**src/rtl/pid_motor_speed_controller_assert.svh**
```systemverilog
// assertion macros shared by the speed controller rtl
`ifndef PID_MOTOR_SPEED_CONTROLLER_ASSERT_SVH
`define PID_MOTOR_SPEED_CONTROLLER_ASSERT_SVH

// same-cycle implication, clocked on clk, held off during reset
`define PMSC_ASSERT_NOW(lbl, ante, cons, msg) \
    lbl: assert property (@(posedge clk) disable iff (!rst_n) (ante) |-> (cons)) \
        else $error(msg);

// next-cycle implication, clocked on clk, held off during reset
`define PMSC_ASSERT_NEXT(lbl, ante, cons, msg) \
    lbl: assert property (@(posedge clk) disable iff (!rst_n) (ante) |=> (cons)) \
        else $error(msg);

`endif

```
**src/rtl/pmsc_pkg.sv**
```systemverilog
// shared types and constants of the pid motor speed controller
package pmsc_pkg;

    // system constants
    localparam int CLOCK_HZ       = 16000000;
    localparam int PULSES_PER_REV = 7;

    // 60 * clock rate, the numerator of the speed division
    localparam longint unsigned SPEED_NUM = 64'd60 * 64'(CLOCK_HZ);

    // field widths
    localparam int PERIOD_W   = 32;
    localparam int RPM_W      = 16;
    localparam int SETPOINT_W = 13;
    localparam int GAIN_W     = 16;
    localparam int ERR_W      = 18;
    localparam int DER_W      = ERR_W + 1;
    localparam int INTEG_W    = 40;
    localparam int DUTY_W     = 8;
    localparam int DISP_W     = 8;

    // shared multiplier sizes
    localparam int MCAND_W = INTEG_W + 1;
    localparam int PROD_W  = MCAND_W + GAIN_W;
    localparam int SUM_W   = PROD_W + 1;

    // integral decay of about 0.975 in q0.16
    localparam logic [GAIN_W-1:0] DECAY_Q16 = 16'd63898;

    // display scaling: floor(rpm * 78 / 1000), saturated above the limit
    localparam logic [RPM_W-1:0] DISP_LIMIT_RPM = 16'd3269;
    localparam int               DISP_X_W       = 18;
    localparam logic [DISP_X_W-1:0] DISP_SCALE  = 18'd78;
    localparam int               DISP_RECIP_W   = 19;
    localparam logic [DISP_RECIP_W-1:0] DISP_RECIP = 19'd268436;
    localparam int               DISP_SHIFT     = 28;

    // configuration port
    localparam int CFG_IDX_W  = 2;
    localparam int CFG_DATA_W = 16;

    typedef enum logic [CFG_IDX_W-1:0] {
        REG_SETPOINT   = 2'd0,
        REG_GAIN_PROP  = 2'd1,
        REG_GAIN_INTEG = 2'd2,
        REG_GAIN_DERIV = 2'd3
    } cfg_reg_t;

    // status of a serial arithmetic unit
    typedef struct packed {
        logic busy;
        logic done;
    } unit_sts_t;

endpackage

```
**src/rtl/pmsc_div.sv**
```systemverilog
// bit-serial restoring divider turning a pulse period into rpm
module pmsc_div import pmsc_pkg::*;
(
    input  logic                clk,
    input  logic                rst_n,
    input  logic                start,
    input  logic [PERIOD_W-1:0] period,
    output logic [RPM_W-1:0]    rpm,
    output unit_sts_t           sts
);

    localparam int DEN_W = PERIOD_W + $clog2(PULSES_PER_REV + 1);
    localparam int CNT_W = $clog2(RPM_W);

    typedef enum logic [1:0] {
        D_IDLE,
        D_CHECK,
        D_RUN,
        D_DONE
    } div_state_t;

    localparam logic [DEN_W-1:0] NUM_HI = DEN_W'(SPEED_NUM >> RPM_W);
    localparam logic [RPM_W-1:0] NUM_LO = RPM_W'(SPEED_NUM);

    div_state_t       state_reg, state_next;
    logic [DEN_W-1:0] den_reg, den_next;
    logic [DEN_W-1:0] rem_reg, rem_next;
    logic [RPM_W-1:0] lo_reg, lo_next;
    logic [RPM_W-1:0] quo_reg, quo_next;
    logic [CNT_W-1:0] cnt_reg, cnt_next;

    logic [DEN_W:0] trial;
    logic [DEN_W:0] diff;
    logic           fits;

    always_comb
    begin
        trial = {rem_reg, lo_reg[RPM_W-1]};
        diff  = trial - {1'b0, den_reg};
        fits  = trial >= {1'b0, den_reg};

        state_next = state_reg;
        den_next   = den_reg;
        rem_next   = rem_reg;
        lo_next    = lo_reg;
        quo_next   = quo_reg;
        cnt_next   = cnt_reg;

        case (state_reg)
            D_IDLE:
            begin
                if (start)
                begin
                    den_next   = DEN_W'(period) * DEN_W'(PULSES_PER_REV);
                    state_next = D_CHECK;
                end
            end
            D_CHECK:
            begin
                // quotient would not fit in 16 bits (zero period included)
                if (den_reg <= NUM_HI)
                begin
                    quo_next   = '1;
                    state_next = D_DONE;
                end
                else
                begin
                    rem_next   = NUM_HI;
                    lo_next    = NUM_LO;
                    cnt_next   = CNT_W'(RPM_W - 1);
                    state_next = D_RUN;
                end
            end
            D_RUN:
            begin
                rem_next = fits ? diff[DEN_W-1:0] : trial[DEN_W-1:0];
                quo_next = {quo_reg[RPM_W-2:0], fits};
                lo_next  = {lo_reg[RPM_W-2:0], 1'b0};
                cnt_next = cnt_reg - 1'b1;
                if (cnt_reg == '0)
                begin
                    state_next = D_DONE;
                end
            end
            D_DONE:
            begin
                state_next = D_IDLE;
            end
            default:
            begin
                state_next = D_IDLE;
            end
        endcase
    end

    always_ff @(posedge clk or negedge rst_n)
    begin
        if (!rst_n)
        begin
            state_reg <= D_IDLE;
            den_reg   <= '0;
            rem_reg   <= '0;
            lo_reg    <= '0;
            quo_reg   <= '0;
            cnt_reg   <= '0;
        end
        else
        begin
            state_reg <= state_next;
            den_reg   <= den_next;
            rem_reg   <= rem_next;
            lo_reg    <= lo_next;
            quo_reg   <= quo_next;
            cnt_reg   <= cnt_next;
        end
    end

    assign rpm      = quo_reg;
    assign sts.busy = state_reg != D_IDLE;
    assign sts.done = state_reg == D_DONE;

endmodule

```
**config.mk**
```make
export PLATFORM = sky130hd
export DESIGN_NAME = pmsc_div
export DESIGN_NICKNAME = d
export VERILOG_FILES = /design/src/rtl/pid_motor_speed_controller_assert.svh /design/src/rtl/pmsc_pkg.sv /design/src/rtl/pmsc_div.sv
export SDC_FILE = /design/constraint.sdc
export NUM_CORES = 1
export LEC_CHECK = 0
export BUFFER_PORTS_ARGS = -buffer_cell sky130_fd_sc_hd__buf_2
export CAP_MARGIN = 40
export CORE_MARGIN = 3
export CORE_UTILIZATION = 63
export CTS_CLUSTER_DIAMETER = 40
export CTS_CLUSTER_SIZE = 16
export DETAILED_ROUTE_END_ITERATION = 6
export PLACE_DENSITY = 0.83
export SETUP_SLACK_MARGIN = 0.15
export SYNTH_ARGS = -nofsm -noshare
export SYNTH_HDL_FRONTEND = slang
export SYNTH_SLANG_ARGS = --single-unit
export TNS_END_PERCENT = 1
```
**constraint.sdc**
```tcl
create_clock -name clk -period 3 [get_ports clk]
set_input_delay 0.45 -clock clk [delete_from_list [all_inputs] [get_ports clk]]
set_output_delay 0.45 -clock clk [all_outputs]
set_load 0.02 [all_outputs]
```
==> impl_metrics.toml, run 1 <==
[status]
status = "complete, but fails checks"
violations = "negative setup slack"

[clock_tree]
numCtsBuffers = 9
clkTransAtPathRegs_ps = 70
cts_root_buf = "clkbuf_16"
h-tree-depth = 3
cts_buffer_depth = 2
clk_latency_ps = 350
cts_sinks = 96
cts_tree = "done"

[power_and_ir_drop]
p_leak_nw = 4.59
p_sw_share_pct = 47.8
peakVddDrop_v = 0.000603
pwr-share-comb_pct = 67.3
power.switching_w = 0.00491
p_int_w = 0.00535
pwr-share-clk_pct = 12.1
p_per_area_nw_per_um2 = 1020
power_frac_seq_pct = 20.6

[sta]
fin_crit_sh_pct = 100
hold_viol_final = 0
setup_slack_ps = -1.51
fmaxAchievable_mhz = 333
relSlewSlack_pct = 51.2
tightest_slew_ps = 730
fin_skew_ps = 6.66
drv_slew = 0
rsz0062_at_grt = "yes"
fin_crit_ps = 3000
setup_viol = 1

[floorplan]
core-area_sq_um = 12800
fp.dieArea_sq_um = 14600
die_w_microns = 121
rows = 41
initial_core_util_pct = 65.2
ios = 53
die_h_microns = 121

[detailed_routing]
wl_met2_microns = 10100
dr_wl_met3_microns = 1440
post_drt_wl_per_cell_microns = 16.9
wl_met1_microns = 9090
firstDrtPassIters = 6
highest_layer = "met4"
drc = 0
wirelength_microns = 21100
dr.first_iter.drc_count = 530
vias_per_cell = 6.09
num_vias = 7594
ant_nets = 0

[place]
gp_routability_congestion = 0.937
dp_cells = 1229
dp_hpwl_microns = 15200
port_buffers = 52

[setup_path]
crit_fanout = 2
crit_family = "adder cells"
cp_num_buf_inv = 2
cp-start-kind = "primary input"
slowest_stage = "fa_1"
cp.arrival_ps = 3260
crit_chain = "buf_2, fa_1, ha_2, inv_1, fa_2, nor2b_4, o2111ai_2, nand3_2, a311o_1, a31oi_2, o21ai_2, a21oi_1, or3_1, a221oi_2"
endpoint_kind = "register"
required_ps = 3260
max_stage_delay_ps = 540
critPathKind = "in2reg"

[synthesis]
synth_edf_count = 0
yosys.area.top_type = "dfrtp_1"
synth_area_sq_um = 8330
synth_flop_cell = "dfrtp_1"
avgSynthCellArea_sq_um = 8.62
synth_top_cell_area_share_pct = 28.8
synth_commonest_cells = "nand2_1, dfrtp_1, ha_1, inv_1, a21oi_1"
synth_most_common_cell = "nand2_1"
ys_async_sr_fraction_pct = 100
ys_seq_area_share_pct = 28.8
synthDistinctLibCells = 72
netlist_top_cells_area = "dfrtp_1, ha_1, fa_1, nand2_1, a21oi_1"
syn_nets = 1109
synth_warnings = 0
synthCells = 966
ys_seq_elements = 96

[global_route]
grt_max_degree = 44
grtUsageTotal_pct = 27.9
grt_pass1_vias = 7276
grt_pass1_wl_microns = 33700
overflow = 0
grt_antenna_before_repair = 0

[final_layout]
final_nets = 1213
seqCellArea_sq_um = 2400
post-route-util_pct = 78.6
nFillCells = 832
antenna_cells = 0
drive_gt1_share_pct = 21.3
fin_cells = 1247
syn_to_final_growth_pct = 20.6
multiInputGateArea_sq_um = 5870

[flow_run]
maxCapViolCount = 0

[min_path]
hold_path.class = "in2async"
## routing by layer
metal	vias up	global-route usage, %
met4	0	8.29
met3	47	2.38
met5	-	0
met2	300	47.3
met1	3610	38.2
li1	3637	-
## per-stage QoR
stage / cell area [sq um] / total power [W] / hold slack (ps) / TNS, ps / setup slack [ps]
floorplan: 8340 / 0.00637 / 154 / -252 / -194
global placement: 9280 / 0.00791 / 456 / -3580 / -351
detailed placement: 9310 / 0.00809 / 458 / -5240 / -443
CTS: 9780 / 0.00959 / 92.7 / -12.8 / -12.8
global route: 10000 / 0.0109 / 109 / -565 / -186
finish: 10000 / 0.0103 / 71.7 / -1.51 / -1.51
## timing repair
action,4_1_cts,5_1_grt
gates resized for setup,23,52
setup buffers,2,0
hold buffers,0,0
endpoints found under the setup margin,48,52
pin swaps,25,28
## worst paths after layout
| kind | from | end | slack (ps) | depth (start not counted) |
|---|---|---|---|---|
| worst max-delay path | period[0] | den_reg[34] | -2 | 14 |
| worst min-delay path | rst_n | rem_reg[1] | 70 | 1 |
| worst max register to register | den_reg[4] | rem_reg[33] | 90 | 10 |
| worst min register to register | den_reg[24] | den_reg[24] | 480 | 2 |
| max in group asynchronous | rst_n | rpm[12] | 2120 | 3 |
| min in group clk | den_reg[24] | den_reg[24] | 480 | 2 |
## power groups by stage
stage | Sequential [W] | Clock, W | Combinational [W]
finish | 0.00211 | 0.00124 | 0.00690
global route | 0.00215 | 0.00130 | 0.00750
CTS | 0.00206 | 0.00125 | 0.00628
detailed placement | 0.00207 | 0 | 0.00602
global placement | 0.00205 | 0 | 0.00586
floorplan | 0.00198 | 0 | 0.00439
## worst register-to-register path, cell delays in order, from the launching register on
cell	delay [ps]
dfrtp_1	410
inv_2	80
ha_4	260
a21o_1	240
o41a_1	470
a211o_4	420
a41oi_4	340
o311ai_2	170
a21oi_1	190
xor2_1	160
o21ai_1	70
## logic make-up (layout without fill, tap and decap cells)
kind of cell             Yosys count  in the layout  synth area share [%]
adder cells (fa/ha/maj)          108            108                  19.2
buffers and inverters            119            228                  5.56
AO/OA/AOI/OAI                    309            309                  24.0
XOR/XNOR                          58             58                  6.10
flip-flops                        96             96                  28.8
AND/OR/NAND/NOR                  255            255                  13.7
multiplexers                      21             21                  2.57
## cell type report
| type | instances | share of cell area, % |
|---|---|---|
| clock buffer | 11 | 2.42 |
| multi-input combinational | 751 | 58.4 |
| timing repair buffer | 139 | 9.55 |
| clock inverter | 5 | 0.797 |
| tap | 172 | 2.14 |
| sequential | 96 | 23.9 |
| inverter | 73 | 2.78 |
## cell usage in the layout (no fill, tap or decap), types with 6 or more instances in the layout
cell type,n
o21a_1,8
a21o_1,33
nand4_1,13
o21bai_1,8
xnor2_1,28
fa_1,31
ha_4,10
clkbuf_16,9
a21oi_1,63
nor2_1,62
nor3_1,6
mux2i_1,14
buf_4,82
a31oi_1,31
and2_1,6
nand3_1,19
dfrtp_1,96
o21ai_1,31
o31ai_1,7
a21oi_2,6
nand2_1,106
nand2b_1,7
inv_1,68
o21ai_0,56
buf_2,51
and3_1,8
xor2_1,30
ha_1,62
Power figures use the tool's default switching activity.
==> run 2: changes to the inputs <==
--- a/config.mk
+++ b/config.mk
@@ -8,11 +8,13 @@
 export BUFFER_PORTS_ARGS = -buffer_cell sky130_fd_sc_hd__buf_2
 export CAP_MARGIN = 40
 export CORE_MARGIN = 3
-export CORE_UTILIZATION = 63
+export CORE_UTILIZATION = 64
+export CTS_BUF_LIST = sky130_fd_sc_hd__clkbuf_8
 export CTS_CLUSTER_DIAMETER = 40
 export CTS_CLUSTER_SIZE = 16
 export DETAILED_ROUTE_END_ITERATION = 6
-export PLACE_DENSITY = 0.83
+export MAX_ROUTING_LAYER = met4
+export PLACE_DENSITY = 0.84
 export SETUP_SLACK_MARGIN = 0.15
 export SYNTH_ARGS = -nofsm -noshare
 export SYNTH_HDL_FRONTEND = slang
==> impl_metrics.toml, run 2 (synthesis results as in run 1) <==
[status]
status = "complete, but fails checks"
violations = "negative setup slack"

[global_route]
grt_max_degree = 48
overflow = 0
grt_antenna_before_repair = 0
grt_pass1_wl_microns = 33900
grt_pass1_vias = 7344
grtUsageTotal_pct = 29.3

[place]
dp_hpwl_microns = 15400
pre_cts_slack_ps = -440
gp_routability_congestion = 1.00
place_area_sq_um = 9300
dp_cells = 1224
port_buffers = 52

[final_layout]
final_cell_mix = "nand2_1, dfrtp_1, buf_4, inv_1, ha_1"
drive_gt1_share_pct = 18.7
syn_to_final_growth_pct = 16.8
final_nets = 1208
fin_cells = 1242
antenna_cells = 0
final_common_cell = "nand2_1"
fin_area_sq_um = 9730

[clock_tree]
cts_root_buf = "clkbuf_8"
hold_buffers = 0
cts_tree = "done"
clk_latency_ps = 380
numCtsBuffers = 9
cts_sinks = 96
h-tree-depth = 3
cts_buffer_depth = 2
clkTransAtPathRegs_ps = 100

[floorplan]
rows = 41
die_h_microns = 120
core-area_sq_um = 12700
fp.dieArea_sq_um = 14400
initial_core_util_pct = 65.7
ios = 53
die_w_microns = 120

[sta]
timing.hold.ws_ps = 30.6
tightest_slew_ps = 801
rsz0062_at_grt = "yes"
fin_crit_ps = 3030
hold_viol_final = 0
setup_tns_ps = -27.9
setup_slack_ps = -27.9
relSlewSlack_pct = 46.4
drv_slew = 0
fin_crit_sh_pct = 101
setup_viol = 1
fin_skew_ps = 12.4
fmaxAchievable_mhz = 330

[detailed_routing]
dr.first_iter.drc_count = 508
vias_per_cell = 6.02
num_vias = 7477
drc = 0
ant_nets = 0
firstDrtPassIters = 7
post_drt_wl_per_cell_microns = 16.3
wirelength_microns = 20200

[setup_path]
required_ps = 3300
slowest_stage = "fa_1"
reg2reg_to = "rem_reg[33]"
cp-startpoint = "period[0]"
cp.arrival_ps = 3330
cp-endpoint = "den_reg[34]"
rr_worst_depth = 9
critPathKind = "in2reg"
cp-start-kind = "primary input"
crit_fanout = 2
endpoint_kind = "register"
r2r_start = "rem_reg[3]"
max_stage_delay_ps = 540
reg2reg_setup_slack_ps = 50
crit_chain = "buf_2, fa_1, ha_2, inv_2, fa_2, nor2b_4, o2111ai_4, nand3_2, a311o_1, a31oi_4, o21ai_2, a21oi_2, or3_4, a221oi_2"

[flow_run]
maxCapViolCount = 0

[power_and_ir_drop]
power.switching_w = 0.00460
p_leak_nw = 4.50
p_int_w = 0.00485
pwr-share-clk_pct = 9.9
p_sw_share_pct = 48.7
pwr-share-comb_pct = 68.2
power_frac_seq_pct = 21.9
peakVddDrop_v = 0.000496
p_per_area_nw_per_um2 = 971

[min_path]
hold_path.class = "in2async"
[run 2: cell types whose count changed in the layout (fill, tap and decap cells not counted), sizes merged]
| cell | change |
|---|---|
| clkbuf | -2 |
| buf | -5 |
| clkinvlp | +1 |
| inv | +1 |
[run 2: final cells by class]
| type | count | area, sq um |
|---|---|---|
| clock buffers | 9 | 124 |
| inverters | 73 | 274 |
| fillers | 879 | 2940 |
| clock inverters | 7 | 96.3 |
| multi-input cells | 751 | 5680 |
| repair buffers | 134 | 942 |
| flip-flops and latches | 96 | 2400 |
| well taps | 172 | 215 |
[run 2: worst min-delay path by stage]
stage | start | to
5_1_grt | rst_n | rem_reg[8]
3_5_place_dp | rst_n | rem_reg[0]
3_3_place_gp | lo_reg[12] | lo_reg[12]
2_1_floorplan | rst_n | cnt_reg[0]
6_report | rst_n | rpm[1]
4_1_cts | rst_n | rem_reg[0]
[run 2: critical path, delay by kind of cell]
kind                       cells  cell delay (ps)
buffers and inverters          2              160
AOI/OAI and AO/OA              6             1010
and+or+nand+nor                3              580
adders and majority gates      3             1120
[run 2: routing by layer]
layer	up-vias	wire length (microns)	track usage (%)
li1	3632	-	-
met1	3542	8770	38.4
met2	257	9860	47.7
met3	46	1080	3.30
met4	0	515	9.95
met5	-	0	-
[run 2: power by group through the flow]
stage / logic (W) / registers [W] / clock network, W
finish: 0.00644 / 0.00207 / 0.000940
global route: 0.00709 / 0.00212 / 0.000997
floorplan: 0.00439 / 0.00198 / 0
CTS: 0.00614 / 0.00205 / 0.000945
global placement: 0.00577 / 0.00205 / 0
detailed placement: 0.00602 / 0.00207 / 0
[run 2: stage by stage]
step	total power, W	util [%]
floorplan	0.00637	-
global placement	0.00782	73.0
detailed placement	0.00809	73.4
CTS	0.00914	75.6
global route	0.0102	76.8
finish	0.00945	76.8
[run 2: what timing repair did]
item | 4_1_cts | 5_1_grt
gates resized for setup | 10 | 30
pin swaps | 10 | 21
buffers inserted | 1 | 1
endpoints found under the setup margin | 47 | 55
==> run 3: changes to the inputs <==
--- a/config.mk
+++ b/config.mk
@@ -8,13 +8,12 @@
 export BUFFER_PORTS_ARGS = -buffer_cell sky130_fd_sc_hd__buf_2
 export CAP_MARGIN = 40
 export CORE_MARGIN = 3
-export CORE_UTILIZATION = 64
-export CTS_BUF_LIST = sky130_fd_sc_hd__clkbuf_8
+export CORE_UTILIZATION = 63
 export CTS_CLUSTER_DIAMETER = 40
 export CTS_CLUSTER_SIZE = 16
 export DETAILED_ROUTE_END_ITERATION = 6
 export MAX_ROUTING_LAYER = met4
-export PLACE_DENSITY = 0.84
+export PLACE_DENSITY = 0.83
 export SETUP_SLACK_MARGIN = 0.15
 export SYNTH_ARGS = -nofsm -noshare
 export SYNTH_HDL_FRONTEND = slang
==> impl_metrics.toml, run 3 (synthesis results as in run 1) <==
[power_and_ir_drop]
p_sw_share_pct = 46.9
p_per_area_nw_per_um2 = 1010
p_int_w = 0.00534
power.switching_w = 0.00472
pwr-share-clk_pct = 13.1
peakVddDrop_v = 0.000548
p_leak_nw = 4.60
pwr-share-comb_pct = 66.3
power_frac_seq_pct = 20.6

[final_layout]
post-route-util_pct = 78.2
nFillCells = 869
antenna_cells = 0
final_common_cell = "nand2_1"
fin_cells = 1248
final_cell_mix = "nand2_1, dfrtp_1, buf_4, inv_1, ha_1"
syn_to_final_growth_pct = 20.0
drive_gt1_share_pct = 20.5
final_nets = 1214

[floorplan]
initial_core_util_pct = 65.2
core-area_sq_um = 12800
ios = 53
die_w_microns = 121
rows = 41
fp.dieArea_sq_um = 14600
die_h_microns = 121

[global_route]
grt_pass1_vias = 7134
grtUsageTotal_pct = 29.0
overflow = 0
grt_max_degree = 43
grt_pass1_wl_microns = 34000
grt_antenna_before_repair = 0

[sta]
fmaxAchievable_mhz = 324
rsz0062_at_grt = "yes"
fin_skew_ps = 7.70
drv_slew = 0
setup_slack_ps = -85.3
hold_viol_final = 0
relSlewSlack_pct = 54.5
fin_crit_sh_pct = 103
setup_viol = 2
fin_crit_ps = 3090
tightest_slew_ps = 665

[detailed_routing]
ant_nets = 0
wirelength_microns = 20600
vias_per_cell = 6.03
firstDrtPassIters = 5
num_vias = 7525
drc = 0
post_drt_wl_per_cell_microns = 16.5
dr.first_iter.drc_count = 593

[setup_path]
required_ps = 3240
critPathKind = "in2reg"
crit_family = "adder cells"
reg2reg_to = "rem_reg[26]"
max_stage_delay_ps = 560
endpoint_kind = "register"
slowest_stage = "fa_1"
reg2reg_setup_slack_ps = 140
cp_num_buf_inv = 2
r2r_start = "lo_reg[15]"
crit_fanout = 3
cp-start-kind = "primary input"
crit_chain = "buf_8, fa_1, ha_2, inv_2, fa_2, nor2b_4, o2111ai_2, nand3_2, a311o_1, a31oi_4, o21ai_2, a21oi_2, or3_4, a221oi_2"
cp-startpoint = "period[2]"
rr_worst_depth = 13
cp.arrival_ps = 3330

[place]
dp_cells = 1228
dp_hpwl_microns = 15300
gp_routability_congestion = 0.957
port_buffers = 52

[clock_tree]
clkTransAtPathRegs_ps = 60
cts_root_buf = "clkbuf_16"
numCtsBuffers = 9
cts_sinks = 96
cts_buffer_depth = 2
h-tree-depth = 3
clk_latency_ps = 340
cts_tree = "done"

[flow_run]
maxCapViolCount = 0

[status]
status = "complete, but fails checks"
violations = "negative setup slack"

[min_path]
hold_path.class = "in2async"
## run 3: changes by cell type in the layout (fill, tap and decap cells not counted), sizes merged
cell / previous run / this run
buf: 134 / 140
bufinv: 2 / 3
clkbuf: 9 / 11
clkinvlp: 3 / 0
## run 3: how the worst max path moves through the flow
stage,depth (start not counted),endpoint
2_1_floorplan,13,den_reg[34]
3_3_place_gp,14,den_reg[34]
3_5_place_dp,14,den_reg[34]
4_1_cts,14,den_reg[34]
5_1_grt,14,den_reg[34]
6_report,14,den_reg[34]
## run 3: area by class of cell
type | count | area (sq um) | share of cell area (%)
multi-input combinational | 751 | 5770 | 57.7
sequential | 96 | 2400 | 24.0
timing repair buffer | 140 | 988 | 9.89
inverter | 73 | 274 | 2.74
clock buffer | 11 | 243 | 2.43
tap | 172 | 215 | 2.15
clock inverter | 5 | 104 | 1.04
## run 3: routing by layer
| metal | global-route usage, % | part of all wire [%] | up-vias |
|---|---|---|---|
| li1 | - | - | 3636 |
| met2 | 46.6 | 48 | 247 |
| met5 | - | 0 | - |
| met3 | 2.98 | 5.5 | 29 |
| met4 | 8.36 | 1.9 | 0 |
| met1 | 39.5 | 44 | 3613 |
## run 3: timing repair
action,4_1_cts,5_1_grt
hold buffers,0,0
setup buffers,2,2
endpoints found under the setup margin,47,47
pin swaps,32,18
gates resized for setup,26,42
## run 3: power groups by stage
stage          registers, W  clock network (W)  logic (W)
6_report            0.00207            0.00132    0.00667
3_5_place_dp        0.00207                  0    0.00602
5_1_grt             0.00212            0.00140    0.00729
2_1_floorplan       0.00198                  0    0.00439
4_1_cts             0.00206            0.00133    0.00623
3_3_place_gp        0.00205                  0    0.00586
## run 3: per-stage QoR
step           setup slack (ps)  cell area, sq um  hold WS, ps  setup TNS [ps]  total power, W
2_1_floorplan              -194              8340          154            -252         0.00637
3_3_place_gp               -324              9270          456           -3350         0.00791
3_5_place_dp               -499              9300          466           -4750         0.00809
4_1_cts                    -104              9790          121            -110         0.00963
5_1_grt                    -194              9990          138            -947          0.0108
6_report                  -85.3              9990         97.5            -103          0.0101
