<file path="config.mk">
export PLATFORM = sky130hd
export DESIGN_NAME = pmsc_mul
export DESIGN_NICKNAME = d
export VERILOG_FILES = /design/src/rtl/pid_motor_speed_controller_assert.svh /design/src/rtl/pmsc_pkg.sv /design/src/rtl/pmsc_mul.sv
export SDC_FILE = /design/constraint.sdc
export NUM_CORES = 1
export LEC_CHECK = 0
export ABC_CLOCK_PERIOD_IN_PS = 3750
export BUFFER_PORTS_ARGS = -buffer_cell sky130_fd_sc_hd__buf_2
export CORE_MARGIN = 2
export CORE_UTILIZATION = 43
export DETAILED_ROUTE_END_ITERATION = 10
export GPL_TIMING_DRIVEN = 0
export PLACE_DENSITY_LB_ADDON = 0.05
export SETUP_SLACK_MARGIN = 0.05
export SYNTH_ARGS = -nofsm -noshare
export SYNTH_HDL_FRONTEND = slang
export SYNTH_SLANG_ARGS = --single-unit
</file>
<file path="constraint.sdc">
create_clock -name clk -period 3.75 [get_ports clk]
set_clock_uncertainty 0.15 [all_clocks]
set_input_delay 0.75 -clock clk [delete_from_list [all_inputs] [get_ports clk]]
set_output_delay 0.75 -clock clk [all_outputs]
set_load 0.05 [all_outputs]
</file>
<file path="src/rtl/pid_motor_speed_controller_assert.svh">
// assertion macros shared by the speed controller rtl
`ifndef PID_MOTOR_SPEED_CONTROLLER_ASSERT_SVH
`define PID_MOTOR_SPEED_CONTROLLER_ASSERT_SVH

// same-cycle implication, clocked on clk, held off during reset
`define PMSC_ASSERT_NOW(lbl, ante, cons, msg) \
    lbl: assert property (@(posedge clk) disable iff (!rst_n) (ante) |-> (cons)) \
        else $error(msg);

// next-cycle implication, clocked on clk, held off during reset
`define PMSC_ASSERT_NEXT(lbl, ante, cons, msg) \
    lbl: assert property (@(posedge clk) disable iff (!rst_n) (ante) |=> (cons)) \
        else $error(msg);

`endif

</file>
<file path="src/rtl/pmsc_pkg.sv">
// shared types and constants of the pid motor speed controller
package pmsc_pkg;

    // system constants
    localparam int CLOCK_HZ       = 16000000;
    localparam int PULSES_PER_REV = 7;

    // 60 * clock rate, the numerator of the speed division
    localparam longint unsigned SPEED_NUM = 64'd60 * 64'(CLOCK_HZ);

    // field widths
    localparam int PERIOD_W   = 32;
    localparam int RPM_W      = 16;
    localparam int SETPOINT_W = 13;
    localparam int GAIN_W     = 16;
    localparam int ERR_W      = 18;
    localparam int DER_W      = ERR_W + 1;
    localparam int INTEG_W    = 40;
    localparam int DUTY_W     = 8;
    localparam int DISP_W     = 8;

    // shared multiplier sizes
    localparam int MCAND_W = INTEG_W + 1;
    localparam int PROD_W  = MCAND_W + GAIN_W;
    localparam int SUM_W   = PROD_W + 1;

    // integral decay of about 0.975 in q0.16
    localparam logic [GAIN_W-1:0] DECAY_Q16 = 16'd63898;

    // display scaling: floor(rpm * 78 / 1000), saturated above the limit
    localparam logic [RPM_W-1:0] DISP_LIMIT_RPM = 16'd3269;
    localparam int               DISP_X_W       = 18;
    localparam logic [DISP_X_W-1:0] DISP_SCALE  = 18'd78;
    localparam int               DISP_RECIP_W   = 19;
    localparam logic [DISP_RECIP_W-1:0] DISP_RECIP = 19'd268436;
    localparam int               DISP_SHIFT     = 28;

    // configuration port
    localparam int CFG_IDX_W  = 2;
    localparam int CFG_DATA_W = 16;

    typedef enum logic [CFG_IDX_W-1:0] {
        REG_SETPOINT   = 2'd0,
        REG_GAIN_PROP  = 2'd1,
        REG_GAIN_INTEG = 2'd2,
        REG_GAIN_DERIV = 2'd3
    } cfg_reg_t;

    // status of a serial arithmetic unit
    typedef struct packed {
        logic busy;
        logic done;
    } unit_sts_t;

endpackage

</file>
<file path="src/rtl/pmsc_mul.sv">
// bit-serial shift-add multiplier, signed multiplicand by unsigned multiplier
module pmsc_mul import pmsc_pkg::*;
(
    input  logic                      clk,
    input  logic                      rst_n,
    input  logic                      start,
    input  logic signed [MCAND_W-1:0] mcand,
    input  logic [GAIN_W-1:0]         mplier,
    output logic signed [PROD_W-1:0]  prod,
    output unit_sts_t                 sts
);

    localparam int CNT_W = $clog2(GAIN_W);

    typedef enum logic [1:0] {
        M_IDLE,
        M_RUN,
        M_DONE
    } mul_state_t;

    mul_state_t         state_reg, state_next;
    logic [MCAND_W-1:0] mcand_reg, mcand_next;
    logic [MCAND_W-1:0] acc_reg, acc_next;
    logic [GAIN_W-1:0]  mreg_reg, mreg_next;
    logic [CNT_W-1:0]   cnt_reg, cnt_next;

    logic [MCAND_W:0] sum;

    always_comb
    begin
        // partial sum, then an arithmetic shift right by one
        sum = {acc_reg[MCAND_W-1], acc_reg}
            + (mreg_reg[0] ? {mcand_reg[MCAND_W-1], mcand_reg} : '0);

        state_next = state_reg;
        mcand_next = mcand_reg;
        acc_next   = acc_reg;
        mreg_next  = mreg_reg;
        cnt_next   = cnt_reg;

        case (state_reg)
            M_IDLE:
            begin
                if (start)
                begin
                    mcand_next = mcand;
                    mreg_next  = mplier;
                    acc_next   = '0;
                    cnt_next   = CNT_W'(GAIN_W - 1);
                    state_next = M_RUN;
                end
            end
            M_RUN:
            begin
                acc_next  = sum[MCAND_W:1];
                mreg_next = {sum[0], mreg_reg[GAIN_W-1:1]};
                cnt_next  = cnt_reg - 1'b1;
                if (cnt_reg == '0)
                begin
                    state_next = M_DONE;
                end
            end
            M_DONE:
            begin
                state_next = M_IDLE;
            end
            default:
            begin
                state_next = M_IDLE;
            end
        endcase
    end

    always_ff @(posedge clk or negedge rst_n)
    begin
        if (!rst_n)
        begin
            state_reg <= M_IDLE;
            mcand_reg <= '0;
            acc_reg   <= '0;
            mreg_reg  <= '0;
            cnt_reg   <= '0;
        end
        else
        begin
            state_reg <= state_next;
            mcand_reg <= mcand_next;
            acc_reg   <= acc_next;
            mreg_reg  <= mreg_next;
            cnt_reg   <= cnt_next;
        end
    end

    assign prod     = {acc_reg, mreg_reg};
    assign sts.busy = state_reg != M_IDLE;
    assign sts.done = state_reg == M_DONE;

endmodule

</file>
==> flow_summary.html, run 1 <==
<table>
<tr><th>Metric</th><th>Value</th></tr>
<tr><th colspan="2">Timing</th></tr>
<tr><td>Worst slew margin</td><td>50.2%</td></tr>
<tr><td>Final worst path period share</td><td>93.6%</td></tr>
<tr><td>Transition time at the pin with the least slew margin</td><td>0.747 ns</td></tr>
<tr><td>Unrepaired setup endpoints after global routing</td><td>true</td></tr>
<tr><td>Worst Slack Setup Final</td><td>0.241 ns</td></tr>
<tr><td>Final number of hold-violating endpoints</td><td>0</td></tr>
<tr><td>Highest attainable clock frequency</td><td>285 MHz</td></tr>
<tr><td>Pins Over Slew Limit</td><td>0</td></tr>
<tr><td>Shortest period the worst path allows</td><td>3.51 ns</td></tr>
<tr><td>Final setup vio count</td><td>0</td></tr>
<tr><th colspan="2">Logic synthesis</th></tr>
<tr><td>Yosys warning count</td><td>0</td></tr>
<tr><td>Area share of and/or/nand/nor cells after synthesis</td><td>23.6%</td></tr>
<tr><td>Fraction of synthesized cell area in xor and xnor cells</td><td>4.60%</td></tr>
<tr><td>Compound-Gate Fraction of Synth Area</td><td>18.4%</td></tr>
<tr><td>Synthesized area divided by synthesized cell count</td><td>8.33 µm²</td></tr>
<tr><td>Area of the mapped netlist</td><td>6280 µm²</td></tr>
<tr><td>Fraction of the mapped netlist area in adder cells</td><td>8.69%</td></tr>
<tr><td>Synthesized netlist net count</td><td>857</td></tr>
<tr><td>Post-synthesis async set-or-reset flop share</td><td>100%</td></tr>
<tr><td>Distinct cell type count of the synthesized netlist</td><td>52</td></tr>
<tr><td>Largest family of logic cells by synthesized area</td><td>simple AND/OR/NAND/NOR gates</td></tr>
<tr><td>Part of the Yosys area used for sequential elements</td><td>41.4%</td></tr>
<tr><td>Count of flip-flops with a built-in enable after synthesis</td><td>0</td></tr>
<tr><td>Number of synthesized register bits</td><td>104</td></tr>
<tr><td>Mux share of post-synthesis cell area</td><td>0.159%</td></tr>
<tr><td>Most used flip-flop cell after synthesis</td><td>sky130_fd_sc_hd__dfrtp_1</td></tr>
<tr><td>Post-Synthesis Cells</td><td>754</td></tr>
<tr><th colspan="2">Global routing</th></tr>
<tr><td>Via count of the first global-routing pass</td><td>5690</td></tr>
<tr><td>GR Overflow Total</td><td>0</td></tr>
<tr><td>Global-route wire length before repair</td><td>28100 µm</td></tr>
<tr><td>Pin count of the biggest net entering global routing</td><td>56</td></tr>
<tr><td>Antenna violations before repair</td><td>1</td></tr>
<tr><td>GRT Total Usage</td><td>22.0%</td></tr>
<tr><th colspan="2">Floorplanning</th></tr>
<tr><td>Number of rows created at floorplan</td><td>44</td></tr>
<tr><td>Die span in x</td><td>125 µm</td></tr>
<tr><td>Die boundary height</td><td>125 µm</td></tr>
<tr><td>Area of the core</td><td>14400 µm²</td></tr>
<tr><td>Starting Density</td><td>43.5%</td></tr>
<tr><td>Area enclosed by the die boundary</td><td>15600 µm²</td></tr>
<tr><td>I/O pins</td><td>119</td></tr>
<tr><th colspan="2">Detailed routing</th></tr>
<tr><td>ANT nets after route</td><td>0</td></tr>
<tr><td>Vias post-DR</td><td>5748</td></tr>
<tr><td>DRC violation count after routing</td><td>0</td></tr>
<tr><td>Number of search-and-repair iterations in the first detailed-routing pass</td><td>5</td></tr>
<tr><td>Wire length reported by the detailed router</td><td>16800 µm</td></tr>
<tr><td>Via density per instance</td><td>5.36</td></tr>
<tr><td>First DRT Iteration DRCs</td><td>305</td></tr>
<tr><td>Wire per inst</td><td>15.6 µm</td></tr>
<tr><th colspan="2">Run status</th></tr>
<tr><td>Result of the run</td><td>finished, final reports clean</td></tr>
<tr><th colspan="2">Clock network</th></tr>
<tr><td>CTS tree</td><td>done</td></tr>
<tr><td>CTS clk-pin slew, worst paths</td><td>0.08 ns</td></tr>
<tr><td>Post-CTS setup repair buffer count</td><td>0</td></tr>
<tr><td>Count of clock tree sinks</td><td>104</td></tr>
<tr><td>Clk Latency, worst-skew pair</td><td>0.36 ns</td></tr>
<tr><td>Clock Tree Root</td><td>sky130_fd_sc_hd__clkbuf_16</td></tr>
<tr><td>Clock H-tree levels</td><td>3</td></tr>
<tr><td>Hold buffer count at cts</td><td>0</td></tr>
<tr><td>Maximum buffer depth of the clock tree</td><td>2</td></tr>
<tr><td>Number of buffers created by CTS</td><td>9</td></tr>
<tr><th colspan="2">Worst setup path</th></tr>
<tr><td>Required time reported for the critical path endpoint</td><td>3.82 ns</td></tr>
<tr><td>Critical setup path kind</td><td>flip-flop to flip-flop</td></tr>
<tr><td>Sort of element at the start of the critical path</td><td>flip-flop</td></tr>
<tr><td>Cell at the slowest stage of the critical path</td><td>sky130_fd_sc_hd__dfrtp_2</td></tr>
<tr><td>Slowest Stage Delay on Critical Path</td><td>0.51 ns</td></tr>
<tr><td>Data arrival time of the critical path</td><td>3.58 ns</td></tr>
<tr><td>Setup crit end kind</td><td>flip-flop</td></tr>
<tr><td>Cells traversed along the worst timing path</td><td>clkbuf_2 -&gt; and2_1 -&gt; ha_1 -&gt; nor2b_1 -&gt; o31a_1 -&gt; o22ai_1 -&gt; nor4_2 -&gt; o21ai_2 -&gt; a211oi_1 -&gt; or2_2 -&gt; o21ai_0 -&gt; o311ai_1</td></tr>
<tr><td>Crit-path max FO</td><td>10</td></tr>
<tr><th colspan="2">Placement</th></tr>
<tr><td>Number of input and output port buffers inserted</td><td>118</td></tr>
<tr><td>Minimum setup slack after placement</td><td>-0.236 ns</td></tr>
<tr><td>HPWL after detailed placement</td><td>12700 µm</td></tr>
<tr><td>Placed Instances</td><td>1057</td></tr>
<tr><td>Global placer's final weighted congestion</td><td>0.908</td></tr>
<tr><th colspan="2">Job</th></tr>
<tr><td>Max-Cap Viols</td><td>0</td></tr>
<tr><th colspan="2">Min path</th></tr>
<tr><td>Path category of the worst min-delay check</td><td>input pin to async pin</td></tr>
<tr><th colspan="2">Final layout</th></tr>
<tr><td>Number of antenna cells inserted</td><td>0</td></tr>
<tr><td>P&amp;R area growth vs syn</td><td>19.1%</td></tr>
<tr><td>Number of nets in the layout</td><td>987</td></tr>
<tr><td>Fraction of final layout cells with drive strength greater than 1</td><td>17.1%</td></tr>
<tr><td>Most frequent standard cell in the layout excluding fill and tap cells</td><td>sky130_fd_sc_hd__nand2_1</td></tr>
<tr><td>Most used cells in the layout excluding fill and tap cells</td><td>sky130_fd_sc_hd__nand2_1, sky130_fd_sc_hd__buf_2, sky130_fd_sc_hd__dfrtp_1</td></tr>
<tr><td>Final non-filler cell total</td><td>1073</td></tr>
</table>
-- timing repair --
action | in CTS | in global routing
gates resized for setup | 5 | 4
pin swaps | 0 | 1
endpoints found under the setup margin | 8 | 6
-- worst paths after layout --
check / start / endpoint / slack (ns) / cells past startpoint
worst min-delay path: rst_n / mcand_reg[12] / 0.31 / 1
min in group clk: mcand_reg[29] / mcand_reg[29] / 0.32 / 2
worst max register to register: mreg_reg[0] / acc_reg[37] / 0.24 / 12
max in group asynchronous: rst_n / mcand_reg[34] / 2.42 / 2
worst max-delay path: mreg_reg[0] / acc_reg[37] / 0.24 / 12
worst min register to register: mcand_reg[29] / mcand_reg[29] / 0.32 / 2
-- synthesized netlist by cell type, types with 3 or more instances --
cell type / number / area (µm²)
sky130_fd_sc_hd__and3_1: 3 / 18.8
sky130_fd_sc_hd__and2_1: 42 / 263
sky130_fd_sc_hd__nand3_1: 21 / 105
sky130_fd_sc_hd__nand2_1: 206 / 773
sky130_fd_sc_hd__o21a_1: 6 / 45.0
sky130_fd_sc_hd__dfrtp_1: 104 / 2600
sky130_fd_sc_hd__nor3_1: 10 / 50.1
sky130_fd_sc_hd__a21o_1: 15 / 113
sky130_fd_sc_hd__a22oi_1: 16 / 120
sky130_fd_sc_hd__a31oi_1: 7 / 43.8
sky130_fd_sc_hd__o21ai_2: 3 / 26.3
sky130_fd_sc_hd__o21bai_1: 5 / 37.5
sky130_fd_sc_hd__xnor2_1: 16 / 140
sky130_fd_sc_hd__xor2_1: 17 / 149
sky130_fd_sc_hd__inv_1: 11 / 41.3
sky130_fd_sc_hd__clkbuf_1: 36 / 135
sky130_fd_sc_hd__nor2_1: 31 / 116
sky130_fd_sc_hd__ha_1: 42 / 526
sky130_fd_sc_hd__a211oi_1: 6 / 45.0
sky130_fd_sc_hd__a21oi_1: 45 / 225
sky130_fd_sc_hd__o211ai_1: 3 / 22.5
sky130_fd_sc_hd__o21ai_0: 56 / 280
sky130_fd_sc_hd__nor3b_1: 4 / 30.0
sky130_fd_sc_hd__nand4_1: 7 / 43.8
sky130_fd_sc_hd__nor2b_1: 3 / 18.8
-- layer usage --
layer,vias to the layer above,routed length (µm),global-route usage [%]
met5,-,0,0
met4,0,506,9.35
met3,35,833,3.48
met2,146,7630,35.1
met1,2707,7820,29.9
li1,2860,-,-
-- worst max-delay path, delay by kind of cell (launching register included) --
family          cells  cell delay [ns]
fa+ha+maj           1             0.33
simple gates        4             0.80
buf+inv             1             0.22
flops               1             0.51
compound gates      6             1.36
-- metrics by stage --
stage	area (µm²)	util [%]	TNS, ns	hold slack [ns]
after global placement	7100	49.2	-0.899	0.305
after global routing	7480	51.9	-0.00149	0.344
after CTS	7460	51.7	0	0.324
after detailed placement	7130	49.4	-1.16	0.307
final	7480	51.9	0	0.312
after floorplan	6280	-	0	0.288
-- layout make-up --
cell class | count | area, µm²
clock buffer | 10 | 229
fill | 1448 | 6940
clock inverter | 6 | 90.1
timing repair buffer | 119 | 621
tap | 184 | 230
multi-input combinational | 599 | 3510
sequential | 104 | 2600
inverter | 11 | 41.3
buffer | 40 | 156
-- cell families after synthesis --
kind of cell	Yosys count
buf+inv	51
mux	1
fa+ha+maj	43
simple gates	336
flops	104
compound gates	186
xor+xnor	33
Power of run 1 is not shown: default switching activity piles up to over one toggle a cycle in this logic, so the estimate is an artifact.
==> run 2: changes to the inputs <==
ABC_CLOCK_PERIOD_IN_PS = 2890   (was 3750)
CORE_MARGIN = unset   (was 2)
GPL_TIMING_DRIVEN = 1   (was 0)
clock period = 2.89 ns   (was 3.75 ns; I/O delays follow)
==> flow_summary.html, run 2 (synthesized netlist as in run 1, its figures left out) <==
<table>
<tr><th>Metric</th><th>Value</th></tr>
<tr><th colspan="2">Clock network</th></tr>
<tr><td>Count of clock tree sinks</td><td>104 (unchanged)</td></tr>
<tr><td>Number of buffers created by CTS</td><td>9 (unchanged)</td></tr>
<tr><td>Clk Latency, worst-skew pair</td><td>0.36 ns (about the same)</td></tr>
<tr><td>Maximum buffer depth of the clock tree</td><td>2 (unchanged)</td></tr>
<tr><td>Clock H-tree levels</td><td>3 (unchanged)</td></tr>
<tr><td>CTS clk-pin slew, worst paths</td><td>0.08 ns (about the same)</td></tr>
<tr><td>CTS tree</td><td>done</td></tr>
<tr><td>Clock Tree Root</td><td>sky130_fd_sc_hd__clkbuf_16</td></tr>
<tr><td>Hold buffer count at cts</td><td>0 (unchanged)</td></tr>
<tr><th colspan="2">Timing</th></tr>
<tr><td>Final-layout setup total negative slack</td><td>-0.426 ns (-0.426 ns)</td></tr>
<tr><td>Worst slew margin</td><td>53.7% (+3.5 points)</td></tr>
<tr><td>Final worst path period share</td><td>103% (+9.4 points)</td></tr>
<tr><td>Final number of hold-violating endpoints</td><td>0 (unchanged)</td></tr>
<tr><td>Worst hold-check slack</td><td>0.0229 ns (-0.289 ns)</td></tr>
<tr><td>Final setup vio count</td><td>10 (+10)</td></tr>
<tr><td>Highest attainable clock frequency</td><td>336 MHz (+18%)</td></tr>
<tr><td>Worst Slack Setup Final</td><td>-0.0871 ns (-0.328 ns)</td></tr>
<tr><td>Pins Over Slew Limit</td><td>0 (unchanged)</td></tr>
<tr><td>Unrepaired setup endpoints after global routing</td><td>true</td></tr>
<tr><td>Transition time at the pin with the least slew margin</td><td>0.694 ns (-0.0524 ns)</td></tr>
<tr><td>Shortest period the worst path allows</td><td>2.98 ns (-0.532 ns)</td></tr>
<tr><th colspan="2">Final layout</th></tr>
<tr><td>Area of the multi-input gates</td><td>4000 µm² (+14%)</td></tr>
<tr><td>Fraction of final layout cells with drive strength greater than 1</td><td>33.3% (+16 points)</td></tr>
<tr><td>Post-route cell area</td><td>8480 µm² (+13%)</td></tr>
<tr><td>End-of-flow core utilization</td><td>60.4% (+8.5 points)</td></tr>
<tr><td>Most frequent standard cell in the layout excluding fill and tap cells</td><td>sky130_fd_sc_hd__nand2_1</td></tr>
<tr><td>Most used cells in the layout excluding fill and tap cells</td><td>sky130_fd_sc_hd__nand2_1, sky130_fd_sc_hd__buf_2, sky130_fd_sc_hd__dfrtp_1</td></tr>
<tr><td>Layout fillers</td><td>1254 (-13%)</td></tr>
<tr><td>P&amp;R area growth vs syn</td><td>35.0%</td></tr>
<tr><td>Area taken by flip-flops and latches</td><td>2610 µm² (about the same)</td></tr>
<tr><td>Number of nets in the layout</td><td>1033 (+4.7%)</td></tr>
<tr><td>Number of antenna cells inserted</td><td>0 (unchanged)</td></tr>
<tr><th colspan="2">Global routing</th></tr>
<tr><td>GRT Total Usage</td><td>23.1% (+1.1 points)</td></tr>
<tr><td>GR Overflow Total</td><td>0 (unchanged)</td></tr>
<tr><td>Pin count of the biggest net entering global routing</td><td>61 (+8.9%)</td></tr>
<tr><td>Via count of the first global-routing pass</td><td>5647 (-0.76%)</td></tr>
<tr><td>Global-route wire length before repair</td><td>27200 µm (-3.1%)</td></tr>
<tr><td>Antenna violations before repair</td><td>0 (-1)</td></tr>
<tr><th colspan="2">Min path</th></tr>
<tr><td>Path category of the worst min-delay check</td><td>input pin to async pin</td></tr>
<tr><th colspan="2">Worst setup path</th></tr>
<tr><td>Critical setup path kind</td><td>flip-flop to flip-flop</td></tr>
<tr><td>Cell repeated most along the worst path</td><td>sky130_fd_sc_hd__buf_6</td></tr>
<tr><td>Required time reported for the critical path endpoint</td><td>2.96 ns (-0.86 ns)</td></tr>
<tr><td>Number of logic stages on the critical path including buffering</td><td>13 (+1)</td></tr>
<tr><td>Setup crit end kind</td><td>flip-flop</td></tr>
<tr><td>Crit-path max FO</td><td>8 (-2)</td></tr>
<tr><td>Buf/Inv on CP</td><td>2 (+1)</td></tr>
<tr><td>Slowest Stage Delay on Critical Path</td><td>0.47 ns (-0.04 ns)</td></tr>
<tr><td>Worst reg2reg path depth</td><td>13 (+1)</td></tr>
<tr><td>Sort of element at the start of the critical path</td><td>flip-flop</td></tr>
<tr><td>Worst Setup SP</td><td>mreg_reg[0]</td></tr>
<tr><td>Cells traversed along the worst timing path</td><td>buf_6 -&gt; and2_4 -&gt; ha_4 -&gt; buf_6 -&gt; nor2b_4 -&gt; o31a_1 -&gt; o22ai_4 -&gt; nor4_4 -&gt; o21ai_2 -&gt; a21oi_2 -&gt; a41o_1 -&gt; a311oi_2 -&gt; o31ai_1</td></tr>
<tr><td>Cell at the slowest stage of the critical path</td><td>sky130_fd_sc_hd__dfrtp_2</td></tr>
<tr><td>Worst R2R Start</td><td>mreg_reg[0]</td></tr>
<tr><td>Cell type group with the largest total delay on the critical path</td><td>compound AO/OA/AOI/OAI gates</td></tr>
<tr><td>Data arrival time of the critical path</td><td>3.05 ns (-0.53 ns)</td></tr>
<tr><th colspan="2">Detailed routing</th></tr>
<tr><td>DRC violation count after routing</td><td>0 (unchanged)</td></tr>
<tr><td>Wire per inst</td><td>15.0 µm (-4.2%)</td></tr>
<tr><td>ANT nets after route</td><td>0 (unchanged)</td></tr>
<tr><td>Number of search-and-repair iterations in the first detailed-routing pass</td><td>4 (-1)</td></tr>
<tr><td>Via density per instance</td><td>5.27 (-1.6%)</td></tr>
<tr><td>First DRT Iteration DRCs</td><td>283 (-7.2%)</td></tr>
<tr><td>Wire length reported by the detailed router</td><td>16700 µm (-0.40%)</td></tr>
<tr><td>Vias post-DR</td><td>5877 (+2.2%)</td></tr>
<tr><th colspan="2">Run status</th></tr>
<tr><td>Result of the run</td><td>complete, but fails checks</td></tr>
<tr><td>Violations in the final reports</td><td>negative setup slack</td></tr>
<tr><th colspan="2">Floorplanning</th></tr>
<tr><td>Area of the core</td><td>14000 µm² (-2.6%)</td></tr>
<tr><td>Starting Density</td><td>44.7% (+1.2 points)</td></tr>
<tr><td>Number of rows created at floorplan</td><td>43 (-2.3%)</td></tr>
<tr><td>I/O pins</td><td>119 (unchanged)</td></tr>
<tr><td>Die boundary height</td><td>123 µm (-1.6%)</td></tr>
<tr><td>Area enclosed by the die boundary</td><td>15100 µm² (-3.2%)</td></tr>
<tr><td>Die span in x</td><td>123 µm (-1.6%)</td></tr>
<tr><th colspan="2">Job</th></tr>
<tr><td>Max-Cap Viols</td><td>0 (unchanged)</td></tr>
<tr><th colspan="2">Placement</th></tr>
<tr><td>Area post-placement</td><td>7710 µm² (+8.1%)</td></tr>
<tr><td>Global placer's final weighted congestion</td><td>0.876 (-3.5%)</td></tr>
<tr><td>HPWL after detailed placement</td><td>12000 µm (-5.6%)</td></tr>
<tr><td>Number of input and output port buffers inserted</td><td>118 (unchanged)</td></tr>
</table>
[run 2: changes by cell type in the layout (fill, tap and decap cells not counted), sizes merged]
cell	previous run	this run
buf	123	205
bufinv	2	1
clkbuf	46	9
inv	13	15
[run 2: repair_timing]
item	in CTS	in global routing
pin swaps	15	28
buffers inserted	12	6
setup endpoints to repair	18	22
gates resized for setup	36	42
[run 2: final timing paths]
path                                      end  slack [ns]
min in group clk                mcand_reg[36]        0.25
worst max-delay path              acc_reg[35]       -0.09
max in group asynchronous         acc_reg[21]        1.83
worst min-delay path               acc_reg[5]        0.02
worst min register to register  mcand_reg[33]        0.32
worst max register to register    acc_reg[35]       -0.09
[run 2: worst reg2reg max path: cells and delay by family, from the launching register on]
kind / cells / cell delay [ns]
buffers and inverters: 2 / 0.27
AND/OR/NAND/NOR: 3 / 0.33
AO/OA/AOI/OAI: 7 / 1.40
adder cells (fa/ha/maj): 1 / 0.21
flip-flops: 1 / 0.47
[run 2: area by class of cell]
class	count	area share, %
inverters	11	0.487
repair buffers	205	15.2
clock buffers	9	2.66
flip-flops and latches	104	30.7
multi-input cells	599	47.2
well taps	180	2.66
clock inverters	7	1.14
[run 2: stage by stage]
step | worst slack [ns] | instances
floorplan | -0.0541 | 754
global placement | -0.112 | 1081
detailed placement | -0.171 | 1081
CTS | -0.0997 | 1109
global route | -0.211 | 1115
finish | -0.0871 | 1115
[run 2: per-layer routing]
| metal | global-route usage (%) | share of wire, % | wire [µm] | vias to the layer above |
|---|---|---|---|---|
| met5 | 0 | 0 | 0 | - |
| li1 | - | - | - | 2946 |
| met1 | 29.2 | 45 | 7590 | 2800 |
| met2 | 39.8 | 50 | 8310 | 117 |
| met3 | 4.79 | 3.9 | 650 | 14 |
| met4 | 6.33 | 1.0 | 167 | 0 |
Power of run 2 is left out for the same reason.
